**config.mk**
```make
export PLATFORM = sky130hd
export DESIGN_NAME = rba_cell
export DESIGN_NICKNAME = d
export VERILOG_FILES = /design/src/hdl/rba_pkg.sv /design/src/hdl/rba_cell.sv
export SDC_FILE = /design/constraint.sdc
export NUM_CORES = 1
export LEC_CHECK = 0
export BUFFER_PORTS_ARGS = -buffer_cell sky130_fd_sc_hd__buf_2
export CORE_AREA = 2 2 128 130
export CTS_CLUSTER_SIZE = 20
export DETAILED_ROUTE_END_ITERATION = 8
export DIE_AREA = 0 0 130 132
export GPL_TIMING_DRIVEN = 1
export HOLD_SLACK_MARGIN = 0.06
export PLACE_DENSITY = 0.73
export RECOVER_POWER = 25
export SETUP_SLACK_MARGIN = 0.4
export SYNTH_ARGS = -nofsm -noshare
export SYNTH_HDL_FRONTEND = slang
export SYNTH_SLANG_ARGS = --single-unit
export TNS_END_PERCENT = 1
```
**constraint.sdc**
```tcl
create_clock -name clk -period 8.26 [get_ports clk]
set_input_delay 0.413 -clock clk [delete_from_list [all_inputs] [get_ports clk]]
set_output_delay 0.413 -clock clk [all_outputs]
set_load 0.05 [all_outputs]
```
**src/hdl/rba_pkg.sv**
```systemverilog
// Shared types and codes for the ring buffer allocator.
// No dependencies; used by rba_cell, ring_buffer_allocator_core, rba_checker and tb_top.
package rba_pkg;

  localparam logic [1:0] OP_ALLOC = 2'd0;
  localparam logic [1:0] OP_FREE  = 2'd1;
  localparam logic [1:0] OP_CLEAR = 2'd2;
  localparam logic [1:0] OP_NOP   = 2'd3;

  localparam logic [1:0] ST_OK       = 2'd0;
  localparam logic [1:0] ST_NO_SPACE = 2'd1;
  localparam logic [1:0] ST_UNKNOWN  = 2'd2;
  localparam logic [1:0] ST_FULL     = 2'd3;

  localparam logic REG_POOL_SIZE    = 1'b0;
  localparam logic REG_BASE_ADDRESS = 1'b1;

  // Row-wide control broadcast to every cell.
  typedef struct packed {
    logic shift;   // take the right neighbor's entry
    logic push;    // write the selected cell
    logic search;  // compare and mark on free
  } rba_cell_ctl_t;

endpackage

```
**src/hdl/rba_cell.sv**
```systemverilog
// One queue position of the allocation table: offset, length, freed flag.
// Depends on rba_pkg.
module rba_cell import rba_pkg::*; #(
  parameter int ADDR_BITS = 40
) (
  input  logic                 clk,
  input  rba_cell_ctl_t        ctl,
  input  logic                 live,
  input  logic                 sel,
  input  logic [ADDR_BITS-1:0] nb_off,
  input  logic [ADDR_BITS-1:0] nb_len,
  input  logic                 nb_freed,
  input  logic [ADDR_BITS-1:0] wr_off,
  input  logic [ADDR_BITS-1:0] wr_len,
  input  logic [ADDR_BITS-1:0] base,
  input  logic [ADDR_BITS-1:0] where,
  input  logic                 hit_in,
  output logic                 hit_out,
  output logic [ADDR_BITS-1:0] off_o,
  output logic [ADDR_BITS-1:0] len_o,
  output logic                 freed_o
);

  logic [ADDR_BITS-1:0] off_r;
  logic [ADDR_BITS-1:0] len_r;
  logic                 freed_r;
  logic [ADDR_BITS-1:0] blk_addr;
  logic                 match;

  assign blk_addr = base + off_r;
  assign match    = ctl.search && live && !freed_r && (blk_addr == where);
  assign hit_out  = hit_in | match;

  always_ff @(posedge clk) begin
    if (ctl.shift) begin
      off_r   <= nb_off;
      len_r   <= nb_len;
      freed_r <= nb_freed;
    end else if (ctl.push && sel) begin
      off_r   <= wr_off;
      len_r   <= wr_len;
      freed_r <= 1'b0;
    end else if (match && !hit_in) begin
      // only the oldest match is marked
      freed_r <= 1'b1;
    end
  end

  assign off_o   = off_r;
  assign len_o   = len_r;
  assign freed_o = freed_r;

endmodule

```
==> results of run 1 <==
[layer usage]
| metal | GRT usage [%] | share of wire, % | wire length, µm | vias up |
|---|---|---|---|---|
| met5 | 0 | 0 | 0 | - |
| met4 | 10.9 | 3.2 | 780 | 0 |
| met3 | 9.13 | 9.0 | 2230 | 52 |
| met2 | 46.1 | 48 | 11700 | 324 |
| met1 | 36.1 | 40 | 9920 | 3211 |
| li1 | - | - | - | 3179 |
[state kept, by name, summed over array words and instances (netlist names)]
| signal | cells |
|---|---|
| len_o | 40 |
| off_o | 40 |
| freed_o | 1 |
[worst max path at each step]
stage / startpoint / end / slack [ps]
5_1_grt: off_o[0] / hit_out / 3130
6_report: off_o[0] / hit_out / 3370
4_1_cts: off_o[0] / hit_out / 3430
3_5_place_dp: base[0] / hit_out / 3660
3_3_place_gp: base[0] / hit_out / 3660
2_1_floorplan: off_o[4] / hit_out / 4070
[report_power, final]
| group | total [mW] | switching (mW) | internal [mW] |
|---|---|---|---|
| clock | 0.415 | 0.177 | 0.238 |
| sequential | 0.529 | 0.0197 | 0.509 |
| combinational | 0.794 | 0.530 | 0.264 |
| total | 1.74 | 0.727 | 1.01 |
[layout make-up]
| type | instances | area (µm²) | area share [%] |
|---|---|---|---|
| repair buffers | 331 | 1630 | 18.8 |
| well taps | 216 | 270 | 3.12 |
| clock buffers | 9 | 225 | 2.60 |
| clock inverters | 7 | 76.3 | 0.881 |
| multi-input cells | 539 | 3980 | 45.9 |
| diodes | 5 | 12.5 | 0.144 |
| flip-flops and latches | 81 | 2430 | 28.1 |
| inverters | 10 | 38.8 | 0.448 |
[metrics by stage]
step	hold slack [ps]	instances	area, µm²	setup slack, ps	total power [mW]
2_1_floorplan	600	660	6570	4070	1.08
3_3_place_gp	709	1177	8380	3660	1.32
3_5_place_dp	701	1177	8380	3660	1.32
4_1_cts	333	1193	8680	3430	1.74
5_1_grt	356	1196	8660	3130	1.82
6_report	347	1198	8660	3370	1.74
[cells in the mapped netlist (2+ instances only)]
library cell | instances | area share [%]
edfxtp_1 | 81 | 37
mux2_2 | 81 | 14
nand2_1 | 56 | 3.2
a21oi_1 | 52 | 4.0
nor2_1 | 41 | 2.3
ha_1 | 39 | 7.4
o21ai_0 | 37 | 2.8
xnor2_1 | 33 | 4.4
clkbuf_1 | 28 | 1.6
nand4_1 | 23 | 2.2
xor2_1 | 18 | 2.4
nand3_1 | 15 | 1.1
nor3_1 | 13 | 0.99
inv_1 | 10 | 0.57
a21o_1 | 9 | 1.0
nor4_1 | 9 | 0.86
o211ai_1 | 9 | 1.0
nand2b_1 | 8 | 0.76
a211oi_1 | 7 | 0.80
o21a_1 | 6 | 0.69
nor2b_1 | 5 | 0.48
or3_1 | 5 | 0.48
or4_1 | 5 | 0.57
a211o_1 | 4 | 0.53
a221oi_1 | 4 | 0.53
a22oi_1 | 4 | 0.46
a31oi_1 | 4 | 0.38
a2111oi_0 | 3 | 0.40
nand3b_1 | 3 | 0.34
o2111ai_1 | 3 | 0.40
o22ai_1 | 3 | 0.29
o31ai_1 | 3 | 0.34
or2_2 | 3 | 0.29
a221o_1 | 2 | 0.30
mux2i_1 | 2 | 0.30
nand4b_1 | 2 | 0.27
o21ai_1 | 2 | 0.15
o21bai_1 | 2 | 0.23
o32ai_1 | 2 | 0.27
o41ai_1 | 2 | 0.27
[worst register-to-register path, delay by kind of cell (launching register included)]
kind	cells	cell delay [ps]
AO/OA/AOI/OAI	5	1820
AND/OR/NAND/NOR	5	1030
adder cells (fa/ha/maj)	2	660
flip-flops	1	400
[logic make-up (layout without fill, tap and decap cells)]
kind of cell | after synthesis | count (layout) | synth area share (%)
DFF | 81 | 81 | 37.0
adders and majority gates | 40 | 40 | 7.74
buffers and inverters | 40 | 357 | 2.42
AOI/OAI and AO/OA | 171 | 171 | 16.9
xor gates and xnor gates | 51 | 51 | 6.80
other | 0 | 5 | 0
muxes | 84 | 84 | 14.4
and+or+nand+nor | 193 | 193 | 14.6
==> flow_metrics.tcl, run 1 <==
set metrics [dict create \
    status "finished, violations left" \
    violations "max-capacitance violations, max-slew violations" \
    grt_pass1_vias 6937 \
    syn_area_per_cell_um2 9.95 \
    cp-end-kind "output pin" \
    h-tree-depth 3 \
    worst-r2r-setup-slack_ps 4060 \
    drt_wl_total_um 24700 \
    die_h_um 132 \
    finalNetCount 1260 \
    hold_viol 0 \
    clk_pin_slew_worst_paths_ps 70 \
    cts_tree "built" \
    synth-edff-count 81 \
    grt_pass1_wl_um 37700 \
    worstPathArrival_ps 4470 \
    rsz0062_at_grt "no" \
    overflow 0 \
    cp_num_buf_inv 1 \
    gp_congestion 1.01 \
    avgRoutedWirePerCell_um 20.6 \
    cp-start-kind "flip-flop" \
    crit_type "reg -> out" \
    drc 0 \
    port-buffer-count 329 \
    clock.fmax_mhz 205 \
    clk_path_buf_depth 2 \
    path_max_fanout 5 \
    ys_seq_area_share_pct 37.0 \
    syn_area_mm2 0.00657 \
    cts_made_buffers 9 \
    finalSetupViolCount 0 \
    cp.depth 13 \
    critical-path-top-delay-family "compound AO/OA/AOI/OAI gates" \
    synth_cells 660 \
    r2r_cells 12 \
    drv_cap 1 \
    period_minus_slack_ps 4890 \
    postRouteAntennaNets 0 \
    hp-class "in -> reg" \
    cp_slowest_stage_delay_ps 500 \
    max-vdd-ir-drop_mv 0.119 \
    core_area_mm2 0.0157 \
    cp_slowest_cell "o31ai_1" \
    crit_chain "ha_1 > fa_1 > a211oi_1 > o211ai_1 > a211oi_1 > nor3_1 > o31ai_1 > nor2_1 > a221oi_1 > nand4_1 > or4_1 > nand2_1 > buf_2" \
    cts_resized 0 \
    hpwl_um 20600 \
    fin_setup_tns_ps 0 \
    dieArea_mm2 0.0172 \
    fin_util_pct 55.1 \
    synth_seq_cells 81 \
    grtUsageTotal_pct 28.8 \
    post_cts_buffers 0 \
    cp_common_cell "a211oi_1" \
    crit_required_ps 7850 \
    die_x_um 130 \
    worstMarginPinSlew_ps 2280 \
    drtIter0Drc 519 \
    worstReg2RegStart "off_o[0]" \
    syn_nets 948 \
    reg2reg_to "freed_o" \
    cts_hold_buf 0 \
    first_pass_iters 8 \
    min_to "freed_o" \
    cts_root_buf "clkbuf_16" \
    clock_latency_ps 350 \
    drv_slew 42 \
    final_cell_mix "buf_2 (306), edfxtp_1 (81), mux2_2 (80)" \
    min-delay-start "nb_freed" \
    drive_gt1_share_pct 42.4 \
    async_flop_share_pct 0 \
    power_density_mw_per_mm2 201 \
    finalClockSkew_ps 4.48 \
    maxSlewHeadroom_pct -51.8 \
    leakagePower_nw 3.66 \
    fillers 1438 \
    mostFrequentLayoutCell "buf_2" \
    ys_warn_count 0 \
    antenna_found_initial 4 \
    via_per_inst 5.65 \
    fin_crit_sh_pct 59.2 \
    synth_ff_type "edfxtp_1" \
    min_path_cells 3 \
    io_pins 330 \
    grt_max_degree 82 \
    vias 6766 \
    synthDistinctLibCells 62 \
    rows 46 \
    start_util_pct 41.8 \
    synthToLayoutAreaGrowth_pct 31.9 \
    cts.sinks 81 \
]
Power figures use the tool's default switching activity.
==> inputs of run 2 (changes only) <==
clock period = 4.7 ns   (was 8.26 ns; I/O delays follow)
==> run 2 against run 1 <==
  * Critical path type unchanged
  * Register-to-register slack worse by 3100 ps
  * Die area unchanged
  * Final area grew 2.6%
  * Largest cell class unchanged
  * The flow still finishes with violations (max-capacitance violations, max-slew violations)
  * Via count rose by 1.2%
  * Critical endpoint unchanged
  * Sequential power is 76% higher
  * Worst setup slack got worse by 2800 ps
  * Hold slack got worse by 170 ps
==> flow_metrics.tcl, run 2 (same netlist as run 1, synthesis figures left out) <==
set metrics [dict create \
    postRouteAntennaNets 0 \
    clk_pin_slew_worst_paths_ps 70 \
    hp-class "in -> reg" \
    hpwl_um 20400 \
    grtUsageTotal_pct 28.5 \
    drtIter0Drc 576 \
    h-tree-depth 3 \
    grt_pass1_wl_um 37300 \
    die_x_um 130 \
    rows 46 \
    avgRoutedWirePerCell_um 20.3 \
    power_density_mw_per_mm2 349 \
    worstMarginPinSlew_ps 2070 \
    routed.top_layer "met5" \
    finalInstanceArea_mm2 0.00888 \
    antenna_found_initial 9 \
    final_cell_mix "buf_2 (300), edfxtp_1 (81), mux2_2 (79)" \
    wl_met2_um 12000 \
    dieArea_mm2 0.0172 \
    cp-end-kind "output pin" \
    cts_hold_buf 0 \
    r2r_cells 10 \
    leakagePower_nw 3.72 \
    io_pins 330 \
    setup_ws_ps 537 \
    drc 0 \
    finalNetCount 1273 \
    drt_wl_total_um 24700 \
    start_util_pct 41.8 \
    core_area_mm2 0.0157 \
    cts_root_buf "clkbuf_16" \
    cts.sinks 81 \
    wl_met1_um 9560 \
    pre_cts_ws_ps 684 \
    drive_gt1_share_pct 44.6 \
    clock.fmax_mhz 240 \
    path_max_fanout 7 \
    drv_cap 1 \
    cts_tree "built" \
    crit_type "reg -> out" \
    max-vdd-ir-drop_mv 0.258 \
    wl_met3_um 2220 \
    min-delay-start "nb_freed" \
    worstPathArrival_ps 3930 \
    cp-start-kind "flip-flop" \
    min_path_cells 3 \
    finalClockSkew_ps 7.40 \
    crit_required_ps 4470 \
    gp_congestion 0.993 \
    clk_path_buf_depth 2 \
    port-buffer-count 329 \
    maxSlewHeadroom_pct -37.7 \
    drv_slew 37 \
    cts_made_buffers 9 \
    hold_viol 0 \
    vias 6845 \
    worst-r2r-setup-slack_ps 940 \
    mostFrequentLayoutCell "buf_2" \
    violations "max-capacitance violations, max-slew violations" \
    finalSetupViolCount 0 \
    fin_crit_sh_pct 88.6 \
    rsz0062_at_grt "no" \
    min_to "freed_o" \
    fillers 1406 \
    clock_latency_ps 340 \
    reg2reg_to "freed_o" \
    fin_setup_tns_ps 0 \
    overflow 0 \
    postPlaceCellArea_mm2 0.00844 \
    die_h_um 132 \
    worstReg2RegStart "off_o[21]" \
    status "finished, violations left" \
    synthToLayoutAreaGrowth_pct 35.3 \
    grt_pass1_vias 6978 \
    grt_max_degree 66 \
    period_minus_slack_ps 4160 \
    first_pass_iters 5 \
    via_per_inst 5.64 \
]
run 2: cell types whose count changed in the layout (fill, tap and decap cells not counted), sizes merged:
cell    change
buf         +8
clkbuf      +6
inv         -3
clkinv      +2
diode       +2
run 2: per-layer routing:
metal	GRT usage, %	up-vias
met3	8.12	58
met2	47.1	331
met5	0	-
met4	10.6	4
li1	-	3200
met1	35.2	3252
run 2: report_power, final:
group	internal [mW]	leakage, nW	switching (mW)
clock	0.414	0.141	0.302
sequential	0.895	0.809	0.0380
combinational	0.499	2.77	0.950
run 2: worst max-delay path by stage:
| stage | slack (ps) | start | cells after the start | end |
|---|---|---|---|---|
| finish | 540 | off_o[21] | 11 | hit_out |
| global route | 390 | off_o[8] | 12 | hit_out |
| CTS | 430 | off_o[8] | 12 | hit_out |
| detailed placement | 680 | off_o[0] | 13 | hit_out |
| global placement | 660 | off_o[0] | 13 | hit_out |
| floorplan | 680 | off_o[4] | 12 | hit_out |
run 2: metrics by stage:
step,utilization (%),power [mW],hold slack [ps],instances
after floorplan,-,1.90,422,660
after global placement,53.7,2.34,514,1185
after detailed placement,53.7,2.32,530,1185
after CTS,55.7,3.05,164,1201
after global routing,56.5,3.24,182,1212
final,56.5,3.10,175,1213
run 2: what timing repair did:
action                     CTS  global route
setup endpoints to repair    1             1
pin swaps                    1             8
setup buffers                0             5
cloned                       0             0
resized for setup            5            30
run 2: final cells by class:
class	count	area [µm²]	area share (%)
diodes	7	17.5	0.197
clock buffers	10	229	2.58
clock inverters	6	67.6	0.760
inverters	10	38.8	0.437
multi-input cells	539	4100	46.1
flip-flops and latches	81	2430	27.4
well taps	216	270	3.04
repair buffers	344	1730	19.5
run 2: worst max-delay path: stages, from the launching register on:
cell	delay, ps
edfxtp_1	410
ha_1	460
nand2_1	130
nor2_1	370
nand4_1	360
a221oi_1	440
nand3_1	150
nor4_1	320
nand3_1	160
or4_1	520
nand2_1	100
buf_6	160
==> inputs of run 3 (changes only) <==
--- a/config.mk
+++ b/config.mk
@@ -8,9 +8,9 @@
 export BUFFER_PORTS_ARGS = -buffer_cell sky130_fd_sc_hd__buf_2
-export CORE_AREA = 2 2 128 130
+export CORE_AREA = 2 2 127 129
 export CTS_CLUSTER_SIZE = 20
 export DETAILED_ROUTE_END_ITERATION = 8
-export DIE_AREA = 0 0 130 132
+export DIE_AREA = 0 0 129 131
 export GPL_TIMING_DRIVEN = 1
 export HOLD_SLACK_MARGIN = 0.06
-export PLACE_DENSITY = 0.73
+export PLACE_DENSITY = 0.77
 export RECOVER_POWER = 25
==> constraint.sdc (replaced) <==
create_clock -name clk -period 3.67 [get_ports clk]
set_input_delay 0.367 -clock clk [delete_from_list [all_inputs] [get_ports clk]]
set_output_delay 0.367 -clock clk [all_outputs]
set_load 0.05 [all_outputs]
==> run 3 against run 2 <==
  * The flow finishes with violations (max-capacitance violations, max-slew violations, negative setup slack)
  * Utilization rose by 7.8 points
  * First-iteration DRC count rose by 1.0%
  * Sequential share of layout area fell by 3.1 points
  * Worst setup slack got worse by 1100 ps
  * Largest power group unchanged
==> flow_metrics.tcl, run 3 (same netlist as run 1, synthesis figures left out) <==
set metrics [dict create \
    antenna_found_initial 5 \
    grt_pass1_vias 7183 \
    die_h_um 131 \
    mostFrequentLayoutCell "buf_2" \
    power_frac_seq_pct 26.9 \
    violations "max-capacitance violations, max-slew violations, negative setup slack" \
    cp-start-kind "flip-flop" \
    max-vdd-ir-drop_mv 0.315 \
    clkPwrFrac_pct 24.0 \
    fin_crit_sh_pct 115 \
    p_int_mw 2.71 \
    vias 7267 \
    drt_wl_total_um 25800 \
    rsz0062_at_grt "yes" \
    power_mw 4.43 \
    fillers 1339 \
    synthToLayoutAreaGrowth_pct 52.9 \
    clock_latency_ps 340 \
    finalInstanceArea_mm2 0.0100 \
    period_minus_slack_ps 4220 \
    finalClockSkew_ps 6.95 \
    cts_root_buf "clkbuf_16" \
    overflow 0 \
    cts_made_buffers 9 \
    h-tree-depth 3 \
    first_pass_iters 5 \
    postRouteAntennaNets 0 \
    finalNetCount 1417 \
    gp_congestion 1.00 \
    drive_gt1_share_pct 51.9 \
    setup_ws_ps -548 \
    power_density_mw_per_mm2 441 \
    cp-end-kind "output pin" \
    clk_pin_slew_worst_paths_ps 70 \
    clock.fmax_mhz 237 \
    maxSlewHeadroom_pct -42.0 \
    grtUsageTotal_pct 29.8 \
    grt_max_degree 58 \
    crit_type "reg -> out" \
    core_area_mm2 0.0156 \
    drc 0 \
    die_x_um 129 \
    status "finished, violations left" \
    drv_cap 1 \
    crit_required_ps 3300 \
    sw_frac_of_total_pct 38.9 \
    dieArea_mm2 0.0169 \
    final_cell_mix "buf_2 (303), buf_4 (158), edfxtp_1 (81)" \
    drv_slew 39 \
    cts.sinks 81 \
    via_per_inst 5.37 \
    pre_cts_ws_ps -593 \
    finalSetupViolCount 2 \
    start_util_pct 42.1 \
    drtIter0Drc 582 \
    netSwitchingPower_mw 1.72 \
    avgRoutedWirePerCell_um 19.1 \
    comb_power_share_pct 49.1 \
    port-buffer-count 329 \
    cts_hold_buf 0 \
    leakagePower_nw 4.46 \
    hold_viol 0 \
    path_max_fanout 4 \
    worstPathArrival_ps 3850 \
    cts_tree "built" \
    hp-class "in -> reg" \
    clk_path_buf_depth 2 \
    hpwl_um 22100 \
    postPlaceCellArea_mm2 0.00963 \
    rows 46 \
    io_pins 330 \
    worstMarginPinSlew_ps 2130 \
    grt_pass1_wl_um 38000 \
]
[run 3: cell types whose count changed in the layout (fill, tap and decap cells not counted), moves of 2 or more]
cell and change:
ha_1 +2, o21ai_1 -5, buf_2 +3, bufinv_16 +2
buf_4 +143, a21oi_1 +3, o21ai_0 +5, diode_2 -4
a21oi_2 -3, clkbuf_1 -4
[run 3: path summary, 6_finish.rpt]
kind	startpoint	to	slack (ps)	depth (start not counted)
max	off_o[4]	hit_out	-550	12
min	nb_freed	freed_o	300	3
max reg2reg	off_o[0]	freed_o	-130	14
min reg2reg	off_o[39]	freed_o	1120	4
[run 3: final cells by class]
| cell class | count | area (µm²) | share of cell area (%) |
|---|---|---|---|
| repair buffers | 488 | 2830 | 28.2 |
| diodes | 3 | 7.51 | 0.0748 |
| multi-input cells | 539 | 4110 | 40.9 |
| clock buffers | 9 | 225 | 2.24 |
| well taps | 216 | 270 | 2.69 |
| inverters | 10 | 38.8 | 0.386 |
| clock inverters | 7 | 125 | 1.25 |
| flip-flops and latches | 81 | 2430 | 24.2 |
[run 3: metal layers]
layer,up-vias,part of all wire [%],global-route usage [%]
li1,3481,-,-
met1,3402,40,37.2
met2,327,49,49.7
met3,53,8.7,9.12
met4,4,2.6,9.21
met5,-,0.093,0
[run 3: per-stage QoR]
step	cells	TNS (ps)	hold WS [ps]	utilization (%)
after detailed placement	1333	-1030	649	61.8
after CTS	1350	-702	294	64.3
after global routing	1353	-1010	291	64.4
after floorplan	660	-185	554	-
final	1353	-675	300	64.4
after global placement	1333	-1110	643	61.8
[run 3: repair_timing]
action | in CTS | in global routing
gates resized for setup | 9 | 8
buffers inserted | 1 | 0
pin swaps | 3 | 6
setup endpoints to repair | 2 | 2
[run 3: power by group through the flow]
stage,logic [mW],registers [mW],clock network [mW]
final,2.17,1.19,1.06
after global routing,2.32,1.21,1.11
after CTS,2.15,1.19,1.08
after detailed placement,2.12,1.21,0
after global placement,2.11,1.21,0
after floorplan,0.873,1.58,0
[run 3: critical path, cell delays in order (launching register included)]
cell and delay, ps:
edfxtp_1 390, ha_1 370, a21o_1 240, a31oi_4 200, a211oi_2 110, or4b_4 550
a211oi_2 320, o21ai_0 170, xnor2_1 240, nand3b_1 110, or4_4 570, nand2_8 80
buf_8 140
